--- config.mk ---
export PLATFORM = sky130hd
export DESIGN_NAME = bia_ctrl
export DESIGN_NICKNAME = d
export VERILOG_FILES = /design/src/rtl/core/bia_pkg.sv /design/src/rtl/core/bia_ctrl.sv
export SDC_FILE = /design/constraint.sdc
export NUM_CORES = 1
export LEC_CHECK = 0
export BUFFER_PORTS_ARGS = -buffer_cell sky130_fd_sc_hd__buf_4
export CORE_AREA = 2 2 39 41
export CTS_CLUSTER_DIAMETER = 150
export DETAILED_ROUTE_END_ITERATION = 8
export DIE_AREA = 0 0 41 43
export SYNTH_ARGS = -nofsm -noshare
export SYNTH_HDL_FRONTEND = slang
export SYNTH_SLANG_ARGS = --single-unit
--- constraint.sdc ---
create_clock -name clk -period 2.3 [get_ports clk]
set_input_delay 0.115 -clock clk [delete_from_list [all_inputs] [get_ports clk]]
set_output_delay 0.115 -clock clk [all_outputs]
set_load 0.005 [all_outputs]
--- src/rtl/core/bia_pkg.sv ---
package bia_pkg;

    // Field widths and fixed values
    localparam int ID_W          = 12;
    localparam int BYTE_W        = 8;
    localparam int BIT_POS_W     = 3;
    localparam int BYTE_IDX_W    = ID_W - BIT_POS_W;
    localparam int MAP_BYTES_DEF = 512;

    localparam logic [BYTE_W-1:0] FULL_BYTE = 8'hFF;
    localparam logic [BYTE_W-1:0] TOP_BIT   = 8'h80;

    // Request codes
    localparam logic OP_ALLOC   = 1'b0;
    localparam logic OP_RELEASE = 1'b1;

    typedef enum logic [1:0] {
        ST_CLEAR,
        ST_IDLE,
        ST_REL_WR,
        ST_ALC_CHK
    } state_t;

    // Controller to datapath
    typedef struct packed {
        logic clear_step;    // write zero at the clear index and advance
        logic load_rel;      // latch release id, read its byte
        logic load_alloc;    // start scan at the hint, read that byte
        logic rel_write;     // clear the released bit, emit release result
        logic alc_hit;       // set the lowest clear bit, emit the id
        logic scan_step;     // advance scan, read the next byte
        logic emit_release;  // emit release result without touching the map
        logic emit_full;     // emit the full result, mark the map full
    } cmd_t;

    // Datapath to controller
    typedef struct packed {
        logic clr_last;
        logic rel_in_range;
        logic all_full;
        logic byte_full;
        logic scan_last;
    } status_t;

    // One-hot of the lowest clear bit of a byte
    function automatic logic [BYTE_W-1:0] lowest_clear(input logic [BYTE_W-1:0] m);
        return (~m) & (m + BYTE_W'(1));
    endfunction

    // Position of the single set bit of a one-hot byte; 0 if none
    function automatic logic [BIT_POS_W-1:0] onehot_pos(input logic [BYTE_W-1:0] oh);
        logic [BIT_POS_W-1:0] pos;
        logic [BYTE_W-1:0]    probe;
        pos   = '0;
        probe = TOP_BIT;
        for (int i = BYTE_W - 1; i >= 0; i--)
        begin
            if ((oh & probe) != '0)
            begin
                pos = BIT_POS_W'(i);
            end
            probe = probe >> 1;
        end
        return pos;
    endfunction

endpackage

--- src/rtl/core/bia_ctrl.sv ---
module bia_ctrl (
    input  logic             clk,
    input  logic             rst_n,
    input  logic             start,
    input  logic             op,
    input  bia_pkg::status_t status,
    output logic             busy,
    output bia_pkg::cmd_t    cmd
);

    import bia_pkg::*;

    state_t state_reg;
    state_t state_next;

    // Hold state
    always_ff @(posedge clk or negedge rst_n)
    begin
        if (!rst_n)
        begin
            state_reg <= ST_CLEAR;
        end
        else
        begin
            state_reg <= state_next;
        end
    end

    // Next state
    always_comb
    begin
        state_next = state_reg;
        unique case (state_reg)
            ST_CLEAR:
            begin
                if (status.clr_last)
                begin
                    state_next = ST_IDLE;
                end
            end
            ST_IDLE:
            begin
                if (start)
                begin
                    if (op == OP_RELEASE)
                    begin
                        if (status.rel_in_range)
                        begin
                            state_next = ST_REL_WR;
                        end
                    end
                    else if (!status.all_full)
                    begin
                        state_next = ST_ALC_CHK;
                    end
                end
            end
            ST_REL_WR:
            begin
                state_next = ST_IDLE;
            end
            ST_ALC_CHK:
            begin
                if (!status.byte_full || status.scan_last)
                begin
                    state_next = ST_IDLE;
                end
            end
            default:
            begin
                state_next = ST_IDLE;
            end
        endcase
    end

    // Commands
    always_comb
    begin
        cmd  = '0;
        busy = 1'b1;
        unique case (state_reg)
            ST_CLEAR:
            begin
                cmd.clear_step = 1'b1;
            end
            ST_IDLE:
            begin
                busy = 1'b0;
                if (start)
                begin
                    if (op == OP_RELEASE)
                    begin
                        cmd.load_rel     = 1'b1;
                        cmd.emit_release = !status.rel_in_range;
                    end
                    else if (status.all_full)
                    begin
                        cmd.emit_full = 1'b1;
                    end
                    else
                    begin
                        cmd.load_alloc = 1'b1;
                    end
                end
            end
            ST_REL_WR:
            begin
                cmd.rel_write = 1'b1;
            end
            ST_ALC_CHK:
            begin
                if (!status.byte_full)
                begin
                    cmd.alc_hit = 1'b1;
                end
                else if (status.scan_last)
                begin
                    cmd.emit_full = 1'b1;
                end
                else
                begin
                    cmd.scan_step = 1'b1;
                end
            end
            default:
            begin
                busy = 1'b1;
            end
        endcase
    end

    // At most one result source per cycle
    assert property (@(posedge clk) disable iff (!rst_n)
        $onehot0({cmd.emit_release, cmd.rel_write, cmd.emit_full, cmd.alc_hit}))
        else $error("two result sources in one cycle");

    // A scan never runs past the last byte
    assert property (@(posedge clk) disable iff (!rst_n)
        (state_reg == ST_ALC_CHK && status.scan_last && status.byte_full)
            |=> state_reg == ST_IDLE)
        else $error("scan went past the last byte");

endmodule

# Yosys cells after proc, flatten, opt, wreduce, memory -nomap -nowiden
# Cells that the tools add are included.
[totals]
register_bits = 2
input_bits = 9
word_cells = 41
output_inout_bits = 9
[op_classes]
eq_ne = 8
n_mux = 27
n_reduce_logical = 5
[op_table]
columns = ["cell", "n"]
rows = [
  ["$mux 2", 10],
  ["$mux 1", 15],
  ["$pmux 2 s4", 1],
  ["$ne 2x2->1 const B", 3],
  ["$ne 3x3->1 const B", 2],
  ["$reduce_and 5->1", 1],
  ["$eq 2x2->1 const B", 2],
  ["$eq 2x1->1 const B", 1],
  ["$logic_not 1->1", 2],
  ["$logic_not 2->1", 1],
  ["$pmux 1 s2", 1],
  ["$logic_or 1x1->1", 1],
]

# Logic depth before layout (Yosys ltp)
[depth]
ltp_word = 4
ltp_mapped = 3
mapped_depth_nobuf = 3

# Worst setup path after synthesis
# OpenSTA, ideal clock, no wires.
[synth_timing]
path_kind = "reg-to-output"
start = "register state_reg[1]"
end = "output cmd[0] (netlist name)"
t_required_ps = 2185
path_stages_with_launch = 3
arrival_time_ps = 857
path_buffers = 0
setup_slack_ps = 1328
cell_sequence = "dfrtp_1 -> nand3b_2 -> o32ai_2"
[synth_lines]
columns = ["element", "line", "text"]
rows = [
  ["from (decl)", "bia_ctrl.sv:13", "state_t state_reg;"],
  ["from (signal assigned)", "bia_ctrl.sv:25", "state_reg <= state_next;"],
  ["to (decl)", "bia_ctrl.sv:8", "output bia_pkg::cmd_t cmd"],
]

==> flow_metrics.tcl <==
set metrics [dict create \
    clk_latency_ns 0.22 \
    synth_edf_count 0 \
    min_period_ns 1.37 \
    synth_top_area_cell "dfrtp_1" \
    ant_nets 0 \
    routed_wl_um 508 \
    cts_buffers 3 \
    cts_resized 0 \
    ys_types 13 \
    startpoint "state_reg[1]" \
    max-vdd-ir-drop_mv 0.205 \
    io_pins 18 \
    fin_setup_tns_ns 0 \
    drtPass1Iterations 1 \
    fin_ws_ns 0.927 \
    root_buffer "clkbuf_4" \
    start_kind "flop" \
    cp_max_fo 7 \
    syn_nets 32 \
    dp_hpwl_um 419 \
    core_sq_mm 0.00138 \
    drtIter0Drc 0 \
    fp-row-count 14 \
    dieHeight_um 43 \
    syn_inst 23 \
    leakagePower_uw 0.000185 \
    path_cells "nand3b_2 -> o32ai_2 -> buf_4" \
    rsz0062_at_grt "false" \
    htreeDepth 1 \
    timing.final.crit_share_pct 59.7 \
    vias 233 \
    yosysSeqAreaShare_pct 28.4 \
    ff2ff_setup_slack_ns 1.38 \
    maxSlewViolCount 0 \
    avgRoutedWirePerCell_um 8.47 \
    grt_antenna_before_repair 0 \
    fp.dieW_um 41 \
    area.growth.synth_to_final_pct 102 \
    syn_area_sq_um 176 \
    r2r-end "state_reg[1]" \
    die_area_sq_mm 0.00176 \
    powerDensity_mw_per_mm2 498 \
    grt_pass1_wl_um 807 \
    critPathSlowestCell "dfrtp_1" \
    num_antenna_cells 0 \
    critPathTopFamily "flip-flops" \
    fin_cells 60 \
    largest_reg_flops 2 \
    fin_nets 55 \
    drcViolationCount 0 \
    cts_tree "built" \
    initial_core_util_pct 12.7 \
    worstRegToRegCells 2 \
    crit_buf_inv 1 \
    ys_ff_latch 2 \
    post-place-cells 56 \
    grt_max_degree 9 \
    synth_area_leaders "dfrtp_1 28%, nor2_1 11%, o32ai_2 9.2%" \
    cts_setup_buffers 0 \
    final_hold_viol_count 0 \
    slowest_delay_ns 0.42 \
    regToRegStartpoint "state_reg[1]" \
    clock_sinks 2 \
    pre_cts_slack_ns 1.17 \
    max_freq_mhz 728 \
    path_class "reg2out" \
    synth_top_cells_by_count "5 x nor2_1, 3 x nand2_1" \
    synthDominantCellAreaShare_pct 28.4 \
    ys_async_sr_fraction_pct 100 \
    end_kind "output pin" \
    place_congestion 0.661 \
    clk_pin_slew_ns 0.03 \
    tightest_slew_ns 0.262 \
    overflow 0 \
    synth.avg_cell_area_sq_um 7.67 \
    status "finished, final reports clean" \
    vias_per_cell 3.88 \
    cts_buffer_depth 2 \
    slew_headroom_pct 82.5 \
    finalSetupViolations 0 \
    cp-endpoint "cmd[0]" \
    synth_most_common_cell "nor2_1" \
    layout-drive-gt1-share_pct 56.8 \
    yosys_warnings 0 \
    finClkSkew_ns 0.00204 \
    path_depth 3 \
    maxCapViolCount 0 \
    critical_path_arrival_ns 1.26 \
    grtUsageTotal_pct 7.53 \
    worstPathRequired_ns 2.18 \
    grt_pass1_vias 202 \
    io_buffers 17 \
    hp-class "in2reg" \
    synth_flop_cell "dfrtp_1" \
]
==> kinds of logic (layout without fill, tap and decap cells) <==
family,after synthesis,after routing,synth area share (%)
AOI/OAI and AO/OA,4,4,19.1
and+or+nand+nor,15,15,48.2
DFF,2,2,28.4
buffers and inverters,2,23,4.26
==> worst min-delay path by stage <==
stage                        end      start  slack (ns)  cells after the start
detailed placement  state_reg[0]      rst_n       -0.10                      1
floorplan           state_reg[0]      rst_n       -0.18                      0
finish              state_reg[1]  status[0]        0.11                      2
CTS                 state_reg[1]  status[0]        0.11                      2
global placement    state_reg[0]      rst_n       -0.10                      1
global route        state_reg[1]  status[0]        0.11                      2
==> worst register-to-register path, delay by kind of cell, from the launching register on <==
| kind | cells | cell delay (ns) |
|---|---|---|
| compound gates | 1 | 0.15 |
| simple gates | 1 | 0.26 |
| flops | 1 | 0.42 |
==> power breakdown <==
part           total, uW  internal (uW)  switching (uW)  leakage, uW
combinational       56.0           34.3            21.8     0.000149
sequential          45.1           38.8            6.35    0.0000228
clock               76.3           57.5            18.9    0.0000138
total                177            131            47.0     0.000185
==> cell type report <==
| cell class | instances | area, sq um |
|---|---|---|
| Fill cell | 153 | 1030 |
| Sequential cell | 2 | 50.0 |
| Timing Repair Buffer | 18 | 138 |
| Clock buffer | 3 | 22.5 |
| Tap cell | 16 | 20.0 |
| Inverter | 2 | 7.51 |
| Multi-Input combinational cell | 19 | 119 |
==> layer usage <==
| layer | vias up | global-route usage, % | wire length [um] |
|---|---|---|---|
| li1 | 125 | - | - |
| met1 | 92 | 9.00 | 207 |
| met2 | 14 | 8.13 | 211 |
| met3 | 2 | 3.14 | 69 |
| met4 | 0 | 10.0 | 19 |
| met5 | - | 0 | 0 |
==> what timing repair did <==
item / CTS / global route
setup endpoints to repair: 0 / 0
endpoints found under the hold margin: 2 / 0
hold buffers: 1 / 0
==> metrics by stage <==
stage	instance area (sq um)	hold WS, ns	total power (uW)	utilization, %
final	357	0.114	177	25.8
after global routing	357	0.114	195	25.8
after CTS	357	0.106	183	25.8
after detailed placement	324	-0.102	101	23.4
after global placement	324	-0.101	100	23.4
after floorplan	176	-0.181	67.4	-
==> cell usage in the layout (no fill, tap or decap) <==
cell type      instances
a21oi_1                1
and2b_2                1
buf_4                 17
clkbuf_4               3
dfrtp_1                2
dlygate4sd3_1          1
inv_1                  2
nand2_1                3
nand2b_1               1
nand2b_2               1
nand3_2                1
nand3b_2               1
nor2_1                 5
nor3_1                 2
o22ai_1                2
o32ai_2                1
Power figures use the tool's default switching activity.
